==> src/rtl/brre_pkg.sv <==
`timescale 1ns / 1ps
`default_nettype none

package brre_pkg;

    localparam int WORD_W       = 64;
    localparam int COL_W        = 12;
    localparam int COL_SPACE    = 1 << COL_W;
    localparam int RES_MAX      = 32;
    localparam int CNT_W        = $clog2(RES_MAX + 1);
    localparam int PAIRS        = WORD_W / 2;
    localparam int POS_W        = $clog2(PAIRS);
    localparam int QDEPTH       = 2;
    localparam int QPTR_W       = $clog2(QDEPTH);
    localparam int QCNT_W       = $clog2(QDEPTH + 1);
    localparam int DEF_MAX_COLS = 4096;
    localparam int DEF_MAX_ROWS = 4096;

    typedef struct packed {
        logic [WORD_W-1:0] word;
        logic              line_end;
        logic [COL_W-1:0]  base;
        logic [COL_W-1:0]  row;
    } entry_t;

    typedef struct packed {
        logic             busy;
        logic [CNT_W-1:0] res_count;
    } back_stat_t;

    typedef struct packed {
        logic full;
        logic not_empty;
    } queue_stat_t;

endpackage

`default_nettype wire

==> src/rtl/brre_front.sv <==
`timescale 1ns / 1ps
`default_nettype none

module brre_front #(
    parameter int MAX_COLS = brre_pkg::DEF_MAX_COLS,
    parameter int MAX_ROWS = brre_pkg::DEF_MAX_ROWS
) (
    input  wire logic                       clk,
    input  wire logic                       rst_n,
    input  wire logic                       in_valid,
    output logic                            in_ready,
    input  wire logic [brre_pkg::WORD_W-1:0] pixel_word,
    input  wire logic                       row_end,
    input  wire logic                       image_end,
    input  wire brre_pkg::queue_stat_t      q_stat,
    output logic                            q_push,
    output brre_pkg::entry_t                q_entry
);

    localparam int COL_SPAN = (MAX_COLS > brre_pkg::COL_SPACE) ? brre_pkg::COL_SPACE : MAX_COLS;
    localparam int ROW_TOP  = (MAX_ROWS > brre_pkg::COL_SPACE) ? brre_pkg::COL_SPACE - 1
                                                               : MAX_ROWS - 1;

    logic [brre_pkg::COL_W-1:0] base_reg;
    logic [brre_pkg::COL_W-1:0] base_next;
    logic [brre_pkg::COL_W-1:0] row_reg;
    logic [brre_pkg::COL_W-1:0] row_next;
    logic [brre_pkg::COL_W:0]   base_step;
    logic                       line_end;

    assign in_ready  = !q_stat.full;
    assign q_push    = in_valid && in_ready;
    assign line_end  = row_end || image_end;
    assign base_step = {1'b0, base_reg} + (brre_pkg::COL_W + 1)'(brre_pkg::WORD_W);

    assign q_entry.word     = pixel_word;
    assign q_entry.line_end = line_end;
    assign q_entry.base     = base_reg;
    assign q_entry.row      = row_reg;

    always_comb
    begin
        base_next = base_reg;
        row_next  = row_reg;
        if (q_push)
        begin
            if (line_end)
            begin
                base_next = '0;
                if (image_end)
                begin
                    row_next = '0;
                end
                else if (row_reg < brre_pkg::COL_W'(ROW_TOP))
                begin
                    row_next = row_reg + 1'b1;
                end
            end
            else if (base_step >= (brre_pkg::COL_W + 1)'(COL_SPAN))
            begin
                base_next = '0;
            end
            else
            begin
                base_next = base_step[brre_pkg::COL_W-1:0];
            end
        end
    end

    always_ff @(posedge clk or negedge rst_n)
    begin
        if (!rst_n)
        begin
            base_reg <= '0;
            row_reg  <= '0;
        end
        else
        begin
            base_reg <= base_next;
            row_reg  <= row_next;
        end
    end

endmodule

`default_nettype wire

==> src/rtl/brre_queue.sv <==
`timescale 1ns / 1ps
`default_nettype none

module brre_queue (
    input  wire logic                  clk,
    input  wire logic                  rst_n,
    input  wire logic                  push,
    input  wire brre_pkg::entry_t      push_entry,
    input  wire logic                  pop,
    output brre_pkg::entry_t           head,
    output brre_pkg::queue_stat_t      stat
);

    brre_pkg::entry_t mem [brre_pkg::QDEPTH];

    logic [brre_pkg::QPTR_W-1:0] wr_ptr_reg;
    logic [brre_pkg::QPTR_W-1:0] wr_ptr_next;
    logic [brre_pkg::QPTR_W-1:0] rd_ptr_reg;
    logic [brre_pkg::QPTR_W-1:0] rd_ptr_next;
    logic [brre_pkg::QCNT_W-1:0] count_reg;
    logic [brre_pkg::QCNT_W-1:0] count_next;

    assign head           = mem[rd_ptr_reg];
    assign stat.full      = (count_reg == brre_pkg::QCNT_W'(brre_pkg::QDEPTH));
    assign stat.not_empty = (count_reg != '0);

    always_comb
    begin
        wr_ptr_next = wr_ptr_reg;
        rd_ptr_next = rd_ptr_reg;
        count_next  = count_reg;
        if (push)
        begin
            wr_ptr_next = (wr_ptr_reg == brre_pkg::QPTR_W'(brre_pkg::QDEPTH - 1)) ? '0
                                                                                 : wr_ptr_reg + 1'b1;
        end
        if (pop)
        begin
            rd_ptr_next = (rd_ptr_reg == brre_pkg::QPTR_W'(brre_pkg::QDEPTH - 1)) ? '0
                                                                                 : rd_ptr_reg + 1'b1;
        end
        if (push && !pop)
        begin
            count_next = count_reg + 1'b1;
        end
        else if (pop && !push)
        begin
            count_next = count_reg - 1'b1;
        end
    end

    always_ff @(posedge clk)
    begin
        if (push)
        begin
            mem[wr_ptr_reg] <= push_entry;
        end
    end

    always_ff @(posedge clk or negedge rst_n)
    begin
        if (!rst_n)
        begin
            wr_ptr_reg <= '0;
            rd_ptr_reg <= '0;
            count_reg  <= '0;
        end
        else
        begin
            wr_ptr_reg <= wr_ptr_next;
            rd_ptr_reg <= rd_ptr_next;
            count_reg  <= count_next;
        end
    end

endmodule

`default_nettype wire

==> src/rtl/brre_back.sv <==
`timescale 1ns / 1ps
`default_nettype none

module brre_back (
    input  wire logic                        clk,
    input  wire logic                        rst_n,
    input  wire brre_pkg::queue_stat_t       q_stat,
    input  wire brre_pkg::entry_t            q_head,
    output logic                             q_pop,
    output logic                             out_valid,
    input  wire logic                        out_ready,
    output logic [brre_pkg::COL_W-1:0]       run_row,
    output logic [brre_pkg::COL_W-1:0]       run_first,
    output logic [brre_pkg::COL_W-1:0]       run_last,
    output logic                             final_of_word,
    output brre_pkg::back_stat_t             stat
);

    localparam logic [1:0] ST_IDLE  = 2'd0;
    localparam logic [1:0] ST_SCAN  = 2'd1;
    localparam logic [1:0] ST_TAIL  = 2'd2;
    localparam logic [1:0] ST_FLUSH = 2'd3;

    localparam int CW = brre_pkg::COL_W;

    logic [1:0]                     state_reg, state_next;
    logic [brre_pkg::WORD_W-1:0]    sh_reg, sh_next;
    logic [CW-1:0]                  col_reg, col_next;
    logic [brre_pkg::POS_W-1:0]     pos_reg, pos_next;
    logic [CW-1:0]                  base_reg, base_next;
    logic [CW-1:0]                  row_reg, row_next;
    logic                           line_end_reg, line_end_next;
    logic                           active_reg, active_next;
    logic [CW-1:0]                  start_reg, start_next;
    logic [brre_pkg::CNT_W-1:0]     cnt_reg, cnt_next;
    logic                           pend_valid_reg, pend_valid_next;
    logic [CW-1:0]                  pend_row_reg, pend_row_next;
    logic [CW-1:0]                  pend_first_reg, pend_first_next;
    logic [CW-1:0]                  pend_last_reg, pend_last_next;
    logic                           out_valid_reg, out_valid_next;
    logic [CW-1:0]                  out_row_reg, out_row_next;
    logic [CW-1:0]                  out_first_reg, out_first_next;
    logic [CW-1:0]                  out_last_reg, out_last_next;
    logic                           out_final_reg, out_final_next;

    logic          out_free;
    logic          pair_act;
    logic [CW-1:0] pair_start;
    logic          pair_hit;
    logic [CW-1:0] pair_first;
    logic [CW-1:0] pair_last;
    logic          hit;
    logic [CW-1:0] hit_first;
    logic [CW-1:0] hit_last;
    logic          keep;
    logic          go;

    assign out_valid     = out_valid_reg;
    assign run_row       = out_row_reg;
    assign run_first     = out_first_reg;
    assign run_last      = out_last_reg;
    assign final_of_word = out_final_reg;
    assign stat.busy      = (state_reg != ST_IDLE);
    assign stat.res_count = cnt_reg;

    assign out_free = !out_valid_reg || out_ready;

    // two columns per step; a pair can close at most one run
    always_comb
    begin
        pair_act   = active_reg;
        pair_start = start_reg;
        pair_hit   = 1'b0;
        pair_first = start_reg;
        pair_last  = col_reg;
        if (sh_reg[brre_pkg::WORD_W-1] && !pair_act)
        begin
            pair_act   = 1'b1;
            pair_start = col_reg;
        end
        else if (!sh_reg[brre_pkg::WORD_W-1] && pair_act)
        begin
            pair_hit   = 1'b1;
            pair_first = pair_start;
            pair_last  = col_reg - 1'b1;
            pair_act   = 1'b0;
        end
        if (sh_reg[brre_pkg::WORD_W-2] && !pair_act)
        begin
            pair_act   = 1'b1;
            pair_start = col_reg + 1'b1;
        end
        else if (!sh_reg[brre_pkg::WORD_W-2] && pair_act)
        begin
            pair_hit   = 1'b1;
            pair_first = pair_start;
            pair_last  = col_reg;
            pair_act   = 1'b0;
        end
    end

    always_comb
    begin
        hit       = 1'b0;
        hit_first = pair_first;
        hit_last  = pair_last;
        case (state_reg)
            ST_SCAN:
            begin
                hit = pair_hit;
            end
            ST_TAIL:
            begin
                hit       = active_reg && line_end_reg;
                hit_first = start_reg;
                hit_last  = base_reg + CW'(brre_pkg::WORD_W - 1);
            end
            default:
            begin
                hit = 1'b0;
            end
        endcase
    end

    assign keep = hit && (cnt_reg < brre_pkg::CNT_W'(brre_pkg::RES_MAX));
    assign go   = !(keep && pend_valid_reg) || out_free;

    always_comb
    begin
        state_next      = state_reg;
        sh_next         = sh_reg;
        col_next        = col_reg;
        pos_next        = pos_reg;
        base_next       = base_reg;
        row_next        = row_reg;
        line_end_next   = line_end_reg;
        active_next     = active_reg;
        start_next      = start_reg;
        cnt_next        = cnt_reg;
        pend_valid_next = pend_valid_reg;
        pend_row_next   = pend_row_reg;
        pend_first_next = pend_first_reg;
        pend_last_next  = pend_last_reg;
        out_valid_next  = out_valid_reg && !out_ready;
        out_row_next    = out_row_reg;
        out_first_next  = out_first_reg;
        out_last_next   = out_last_reg;
        out_final_next  = out_final_reg;
        q_pop           = 1'b0;

        case (state_reg)
            ST_IDLE:
            begin
                if (q_stat.not_empty)
                begin
                    q_pop         = 1'b1;
                    sh_next       = q_head.word;
                    col_next      = q_head.base;
                    base_next     = q_head.base;
                    row_next      = q_head.row;
                    line_end_next = q_head.line_end;
                    pos_next      = '0;
                    cnt_next      = '0;
                    state_next    = ST_SCAN;
                end
            end
            ST_SCAN:
            begin
                if (go)
                begin
                    sh_next     = {sh_reg[brre_pkg::WORD_W-3:0], 2'b00};
                    col_next    = col_reg + CW'(2);
                    pos_next    = pos_reg + 1'b1;
                    active_next = pair_act;
                    start_next  = pair_start;
                    if (pos_reg == brre_pkg::POS_W'(brre_pkg::PAIRS - 1))
                    begin
                        state_next = ST_TAIL;
                    end
                end
            end
            ST_TAIL:
            begin
                if (go)
                begin
                    active_next = active_reg && !line_end_reg;
                    state_next  = ST_FLUSH;
                end
            end
            ST_FLUSH:
            begin
                if (!pend_valid_reg)
                begin
                    state_next = ST_IDLE;
                end
                else if (out_free)
                begin
                    out_valid_next  = 1'b1;
                    out_row_next    = pend_row_reg;
                    out_first_next  = pend_first_reg;
                    out_last_next   = pend_last_reg;
                    out_final_next  = 1'b1;
                    pend_valid_next = 1'b0;
                    state_next      = ST_IDLE;
                end
            end
            default:
            begin
                state_next = ST_IDLE;
            end
        endcase

        // hold the newest run back until the next one shows whether it is final
        if (keep && go)
        begin
            if (pend_valid_reg)
            begin
                out_valid_next = 1'b1;
                out_row_next   = pend_row_reg;
                out_first_next = pend_first_reg;
                out_last_next  = pend_last_reg;
                out_final_next = 1'b0;
            end
            pend_valid_next = 1'b1;
            pend_row_next   = row_reg;
            pend_first_next = hit_first;
            pend_last_next  = hit_last;
            cnt_next        = cnt_reg + 1'b1;
        end
    end

    always_ff @(posedge clk or negedge rst_n)
    begin
        if (!rst_n)
        begin
            state_reg      <= ST_IDLE;
            active_reg     <= 1'b0;
            start_reg      <= '0;
            cnt_reg        <= '0;
            pend_valid_reg <= 1'b0;
            out_valid_reg  <= 1'b0;
        end
        else
        begin
            state_reg      <= state_next;
            active_reg     <= active_next;
            start_reg      <= start_next;
            cnt_reg        <= cnt_next;
            pend_valid_reg <= pend_valid_next;
            out_valid_reg  <= out_valid_next;
        end
    end

    always_ff @(posedge clk)
    begin
        sh_reg         <= sh_next;
        col_reg        <= col_next;
        pos_reg        <= pos_next;
        base_reg       <= base_next;
        row_reg        <= row_next;
        line_end_reg   <= line_end_next;
        pend_row_reg   <= pend_row_next;
        pend_first_reg <= pend_first_next;
        pend_last_reg  <= pend_last_next;
        out_row_reg    <= out_row_next;
        out_first_reg  <= out_first_next;
        out_last_reg   <= out_last_next;
        out_final_reg  <= out_final_next;
    end

endmodule

`default_nettype wire

==> src/rtl/bitmap_row_run_extractor.sv <==
// Channel  Handshake             Payload
// input    in_valid / in_ready   pixel_word[63:0], row_end, image_end
// output   out_valid / out_ready run_row[11:0], run_first[11:0], run_last[11:0], final_of_word
//
// In the run scanner each word is loaded from the queue, then scanned in 32 steps of two
// columns each, followed by the row-end close and the release of the last run.
// Words are queued two deep ahead of the scanner; in_ready drops only when the queue is full.
// A full output register stalls the scan step that finds the next run.
// Reset clears row and column counters, the open run, the queue and both output stages.
`timescale 1ns / 1ps
`default_nettype none

module bitmap_row_run_extractor #(
    parameter int MAX_COLS = brre_pkg::DEF_MAX_COLS,
    parameter int MAX_ROWS = brre_pkg::DEF_MAX_ROWS
) (
    input  wire logic                        clk,
    input  wire logic                        rst_n,
    input  wire logic                        in_valid,
    output logic                             in_ready,
    input  wire logic [brre_pkg::WORD_W-1:0] pixel_word,
    input  wire logic                        row_end,
    input  wire logic                        image_end,
    output logic                             out_valid,
    input  wire logic                        out_ready,
    output logic [brre_pkg::COL_W-1:0]       run_row,
    output logic [brre_pkg::COL_W-1:0]       run_first,
    output logic [brre_pkg::COL_W-1:0]       run_last,
    output logic                             final_of_word
);

    logic                  q_push;
    logic                  q_pop;
    brre_pkg::entry_t      q_entry;
    brre_pkg::entry_t      q_head;
    brre_pkg::queue_stat_t q_stat;
    brre_pkg::back_stat_t  b_stat;

    brre_front #(
        .MAX_COLS (MAX_COLS),
        .MAX_ROWS (MAX_ROWS)
    ) u_front (
        .clk        (clk),
        .rst_n      (rst_n),
        .in_valid   (in_valid),
        .in_ready   (in_ready),
        .pixel_word (pixel_word),
        .row_end    (row_end),
        .image_end  (image_end),
        .q_stat     (q_stat),
        .q_push     (q_push),
        .q_entry    (q_entry)
    );

    brre_queue u_queue (
        .clk        (clk),
        .rst_n      (rst_n),
        .push       (q_push),
        .push_entry (q_entry),
        .pop        (q_pop),
        .head       (q_head),
        .stat       (q_stat)
    );

    brre_back u_back (
        .clk           (clk),
        .rst_n         (rst_n),
        .q_stat        (q_stat),
        .q_head        (q_head),
        .q_pop         (q_pop),
        .out_valid     (out_valid),
        .out_ready     (out_ready),
        .run_row       (run_row),
        .run_first     (run_first),
        .run_last      (run_last),
        .final_of_word (final_of_word),
        .stat          (b_stat)
    );

    a_push_room: assert property (@(posedge clk) disable iff (!rst_n)
        q_push |-> !q_stat.full)
        else $error("push into full queue");

    a_pop_data: assert property (@(posedge clk) disable iff (!rst_n)
        q_pop |-> q_stat.not_empty)
        else $error("pop from empty queue");

    a_load: assert property (@(posedge clk) disable iff (!rst_n)
        (!b_stat.busy && q_stat.not_empty) |=> b_stat.busy)
        else $error("scanner idle with queued word");

    a_budget: assert property (@(posedge clk) disable iff (!rst_n)
        b_stat.res_count <= brre_pkg::CNT_W'(brre_pkg::RES_MAX))
        else $error("run count over budget");

endmodule

`default_nettype wire
==> config.mk <==
export PLATFORM = sky130hd
export DESIGN_NAME = bitmap_row_run_extractor
export DESIGN_NICKNAME = d
export VERILOG_FILES = /design/src/rtl/brre_pkg.sv /design/src/rtl/brre_front.sv /design/src/rtl/brre_queue.sv /design/src/rtl/brre_back.sv /design/src/rtl/bitmap_row_run_extractor.sv
export SDC_FILE = /design/constraint.sdc
export NUM_CORES = 1
export LEC_CHECK = 0
export BUFFER_PORTS_ARGS = -buffer_cell sky130_fd_sc_hd__buf_2
export CAP_MARGIN = 15
export CORE_MARGIN = 2
export CORE_UTILIZATION = 30
export DETAILED_ROUTE_END_ITERATION = 7
export PLACE_DENSITY_LB_ADDON = 0.3
export SLEW_MARGIN = 10
export SYNTH_ARGS = -nofsm -noshare
export SYNTH_HDL_FRONTEND = slang
export SYNTH_HIERARCHICAL = 1
export SYNTH_SLANG_ARGS = --single-unit
==> constraint.sdc <==
create_clock -name clk -period 6.2 [get_ports clk]
set_input_delay 1.86 -clock clk [delete_from_list [all_inputs] [get_ports clk]]
set_output_delay 1.86 -clock clk [all_outputs]
set_load 0.01 [all_outputs]
Word-level counts from Yosys, hierarchy flattened
Memories as Yosys holds them, arrays and structs flattened.
Index checks and enable logic that the tools add are counted.
Word-level totals
  input port bits: 70
  output and inout bits: 39
  logic and storage cells: 175
  flip-flop bits (word level): 230
  memories: 1
  memory bits (writable): 178
Cells by class
  muxes and demuxes: 82
  order comparisons: 3
  reductions and logical operators: 43
  eq/ne operators: 10
  $add $sub $neg: 12
Memories
  u_queue.mem: depth 2, bits a word 89, rd ports 1, clocked after memory_dff 0, wr ports 1, line brre_queue.sv:14  | brre_pkg::entry_t mem [brre_pkg::QDEPTH];
Operators with widths (number)
  12-bit 2-to-1 mux: 31
  64-bit 2-to-1 mux: 2
  64-bit case mux with 2 select lines: 1
  1-bit 2-to-1 mux: 30
  12-bit by 1-bit adder with 12-bit output (second input constant): 2
  12-bit case mux with 2 select lines: 1
  6-bit 2-to-1 mux: 3
  2-bit 2-to-1 mux: 8
  2-bit nonzero test: 8
  12-bit by 7-bit adder with 13-bit output (second input constant): 1
  13-bit greater-or-equal comparator (second input constant): 1
  1-bit logical AND: 13
  12-bit by 2-bit adder with 12-bit output (second input constant): 1
  12-bit by 6-bit adder with 12-bit output (second input constant): 1
  12-bit less-than comparator (second input constant): 1
  12-bit by 1-bit subtractor with 12-bit output (second input constant): 1
  1-bit zero test: 11
  5-bit 2-to-1 mux: 2
  5-bit case mux with 2 select lines: 1
  3-bit AND reduction: 3
  2-bit case mux with 4 select lines: 1
  6-bit by 1-bit adder with 6-bit output (second input constant): 1
  2-bit == test (second input constant): 3
  6-bit less-than comparator (second input constant): 1
  14 further kinds: 22

Depth between registers and ports, before layout
  word-level depth: 15
  mapped depth: 9
  mapped depth without buffers: 9

Cells and area by module
The synthesis kept the hierarchy.
Modules (own cells, without submodules)
  brre_back: cells each 627, sequential area each 5950.7 µm², area each 8978.6 µm², times used 1
  brre_queue: cells each 293, sequential area each 5445.2 µm², area each 6671.4 µm², times used 1
  brre_front: cells each 188, sequential area each 450.4 µm², area each 1662.8 µm², times used 1

Least setup slack after synthesis
No wires, ideal clock.
  kind: input -> register
  start point: input port in_valid
  end point: memory u_queue/mem[0][0] (netlist bit), enable pin
  setup time: 548 ps
  path slack: -625 ps
  path buffers: 2
  data required time: 5652 ps
  cell stages on the path: 5
  arrival: 6277 ps
  path through: nand2b_1 > buf_2 > clkinv_1 > buf_2 > nor2b_1
Between the ends
  longest elaborated chain between the ends: 3
RTL lines
  start: declaration: line bitmap_row_run_extractor.sv:19  | input wire logic in_valid,
  1-bit logical AND: line brre_front.sv:32  | assign q_push = in_valid && in_ready;
  named net q_push: line bitmap_row_run_extractor.sv:32  | logic q_push;
  1-bit 2-to-1 mux: line brre_queue.sv:54  | if (push)
  1-bit 2-to-1 mux (implied by the code): line brre_queue.sv:56  | mem[wr_ptr_reg] <= push_entry;
  end: declaration: line brre_queue.sv:14
The timed path passes the listed nets, and every way through them passes these cells.

Worst setup path in the final report
  start point: input port in_valid
  end point: memory u_queue/mem[1][14] (netlist bit), enable pin
Same word-level chain as after synthesis.

==> impl_metrics.py <==
metrics = {
    "route": {
        "vias": 8653,
        "vias_per_cell": 4.43,
        "wl_per_cell_um": 16.2,
        "drt_drc_violations_left": 0,
        "wl_mm": 31.6,
        "first_iter_violations": 510,
        "ant_nets": 0,
        "drt_pre_antenna_iters": 5,
    },
    "clock_network": {
        "worstSkewPairLatency_ns": 0.56,
        "postCtsSetupBuffers": 0,
        "cts_sinks": 402,
        "htreeDepth": 2,
        "cts_hold_buf": 0,
        "post_cts_resized": 0,
        "cts_root_buf": "clkbuf_16",
        "cts_made_buffers": 43,
        "clk_pin_slew_worst_paths_ns": 0.05,
        "cts_tree": "yes",
        "clk_path_buf_depth": 3,
    },
    "place": {
        "port_buffers": 108,
        "routabilityCongestion": 0.808,
        "dpl.hpwl_mm": 19.7,
        "placed_cells": 1877,
    },
    "floorplanning": {
        "start_util": 0.302,
        "io_pins": 109,
        "row_count": 88,
        "die_area_um2": 59600,
        "die_width_um": 244,
        "core_um2": 57400,
        "chipHeight_um": 244,
    },
    "worst_setup_path": {
        "crit_required_ns": 6.41,
        "max_stage_delay_ns": 0.84,
        "path_cells": "buf_2 > nand2b_1 > clkinv_1 > and2_4 > buf_4",
        "worstPathMaxFanout": 63,
        "crit_arrival_ns": 3.93,
        "slowest_stage": "and2_4",
        "setup.worst_path.class": "in -> reg",
        "end_kind": "flip-flop",
        "start_kind": "primary input",
    },
    "timing": {
        "tns_ns": 0,
        "finalSetupViolCount": 0,
        "period_share": 0.599,
        "tightest_slew_ns": 1.10,
        "fin_skew_ns": 0.0161,
        "max_freq_mhz": 269,
        "hold_violations": 0,
        "slew_viol_final": 0,
        "rsz0062_at_grt": "false",
        "slew_headroom": 0.265,
        "finalCriticalPeriod_ns": 3.71,
    },
    "final_layout": {
        "final_nets": 1245,
        "area_growth_pct": 12.1,
        "layout-drive-gt1-share": 0.309,
        "largest_register_ffs": 178,
        "fillers": 5517,
        "final_cells": 1955,
        "n_antenna_cell": 0,
    },
    "synth": {
        "synth_xor_area_frac": 0.0182,
        "synth-seq-cells": 402,
        "synth_fa_ha_area_frac": 0.0123,
        "synth_top_cell_area_share": 0.619,
        "synth_area_per_cell_um2": 15.6,
        "yosys.cell_types.count": 74,
        "synth-compound-area-share": 0.0482,
        "syn-instance-count": 1108,
        "syn_area_um2": 17300,
        "synthMuxAreaShare": 0.112,
        "synthSimpleGateAreaFrac": 0.0713,
        "ys_warn_count": 6,
        "ys.flop_type": "edfxtp_1",
        "synth-async-reset-ratio": 0.112,
        "synth_top_area_cell": "edfxtp_1",
        "synth_top_family_by_area": "multiplexers",
        "seq_area_frac_synth": 0.684,
        "ys_top_cells_by_area": "edfxtp_1 62%, mux2_2 11%, dfrtp_1 6.5%",
        "synth-edff-count": 357,
    },
    "global_route": {
        "grt_pass1_vias": 8696,
        "grt_max_degree": 79,
        "antenna_found_initial": 3,
        "grt_first_pass_wirelength_mm": 49.2,
        "overflow": 0,
        "grt.total_usage": 0.105,
    },
    "power": {
        "p_per_area_nw_per_um2": 498,
        "peakVddDrop_mv": 0.229,
        "leakage_nw": 6.83,
    },
    "job": {
        "cap_violations": 0,
    },
    "min_path": {
        "hold_class": "reg -> reg",
    },
    "status": {
        "status": "completed",
    },
}
==> routing by layer <==
layer  track usage  wire length [µm]
met5             0                14
met4        0.0387               828
met3        0.0191              1310
met2         0.169             14700
met1         0.142             14800
==> cell usage after synthesis (all sizes together) (2+ instances only) <==
library cell	count
a211oi	2
a21o	7
a21oi	28
a2bb2oi	6
a31oi	6
a41o	3
and2	45
and2b	2
and3	4
and4bb	3
buf	93
clkbuf	24
dfrtp	45
edfxtp	357
ha	17
inv	22
mux2	164
mux2i	9
nand2	54
nand2b	6
nand3	21
nand3b	4
nand4	7
nor2	35
nor2b	10
nor3	9
nor3b	2
nor4	9
o21a	3
o21ai	35
o22a	6
o22ai	3
o31ai	8
o32ai	3
or2	5
xnor2	18
xor2	18
==> layout by cell type (no fill, tap or decap), types with 7 or more instances in the layout <==
cell,instances
ha_1,16
xor2_1,18
buf_2,108
o31ai_1,7
dfrtp_1,44
clkbuf_16,43
o21ai_0,32
edfxtp_1,357
nor2_1,35
clkinv_1,7
a21o_1,7
nor2b_1,8
buf_4,8
a21oi_1,26
nor3_1,7
inv_1,22
xnor2_1,18
mux2_2,162
clkbuf_1,13
nand3_1,21
mux2i_1,9
nand2_1,53
and2_1,42
==> report_power, final <==
part	total, mW	internal [mW]	switching (mW)
sequential	4.62	4.19	0.428
clock	2.39	1.37	1.02
combinational	2.64	1.14	1.50
total	9.66	6.71	2.95
==> worst max-delay path: cells and delay by family <==
kind          cells  cell delay (ns)
simple gates      2             1.07
buf+inv           3             0.93
==> path summary, 6_finish.rpt <==
path | start | endpoint | slack [ns] | depth (start not counted)
worst max-delay path | in_valid | u_queue/mem[1][14] | 2.49 | 5
worst min register to register | u_back/row_reg[6] | u_back/pend_row_reg[6] | 0.42 | 0
worst min-delay path | u_back/row_reg[6] | u_back/pend_row_reg[6] | 0.42 | 0
max in group asynchronous | rst_n | u_queue/rd_ptr_reg | 4.27 | 2
worst max register to register | u_back/state_reg[0] | u_back/sh_reg[43] | 3.01 | 8
min in group asynchronous | rst_n | u_back/active_reg | 1.43 | 2
==> kinds of logic after synthesis <==
family / count (synthesis)
DFF: 402
and+or+nand+nor: 219
muxes: 173
buffers and inverters: 140
AOI/OAI and AO/OA: 120
xor gates and xnor gates: 36
adders and majority gates: 17
other: 1
==> stage by stage <==
step / cell area [µm²] / total power [mW] / hold WS (ns) / util / setup slack [ns]
4_1_cts: 19400 / 9.82 / 0.421 / 0.338 / 2.48
6_report: 19400 / 9.66 / 0.418 / 0.338 / 2.49
3_3_place_gp: 18100 / 7.32 / 0.403 / 0.315 / 1.95
5_1_grt: 19400 / 10.2 / 0.431 / 0.338 / 2.31
2_1_floorplan: 17300 / 6.67 / 0.400 / - / 1.08
3_5_place_dp: 18100 / 7.37 / 0.406 / 0.315 / 1.88
==> final cells by class <==
cell class / instances / area, µm² / share of cell area
flip-flops and latches: 402 / 11900 / 0.611
multi-input cells: 571 / 4590 / 0.236
clock buffers: 60 / 1180 / 0.0608
well taps: 765 / 957 / 0.0493
repair buffers: 117 / 621 / 0.0320
clock inverters: 17 / 123 / 0.00632
inverters: 23 / 86.3 / 0.00445
No activity file was read; power rests on OpenSTA's default activity.
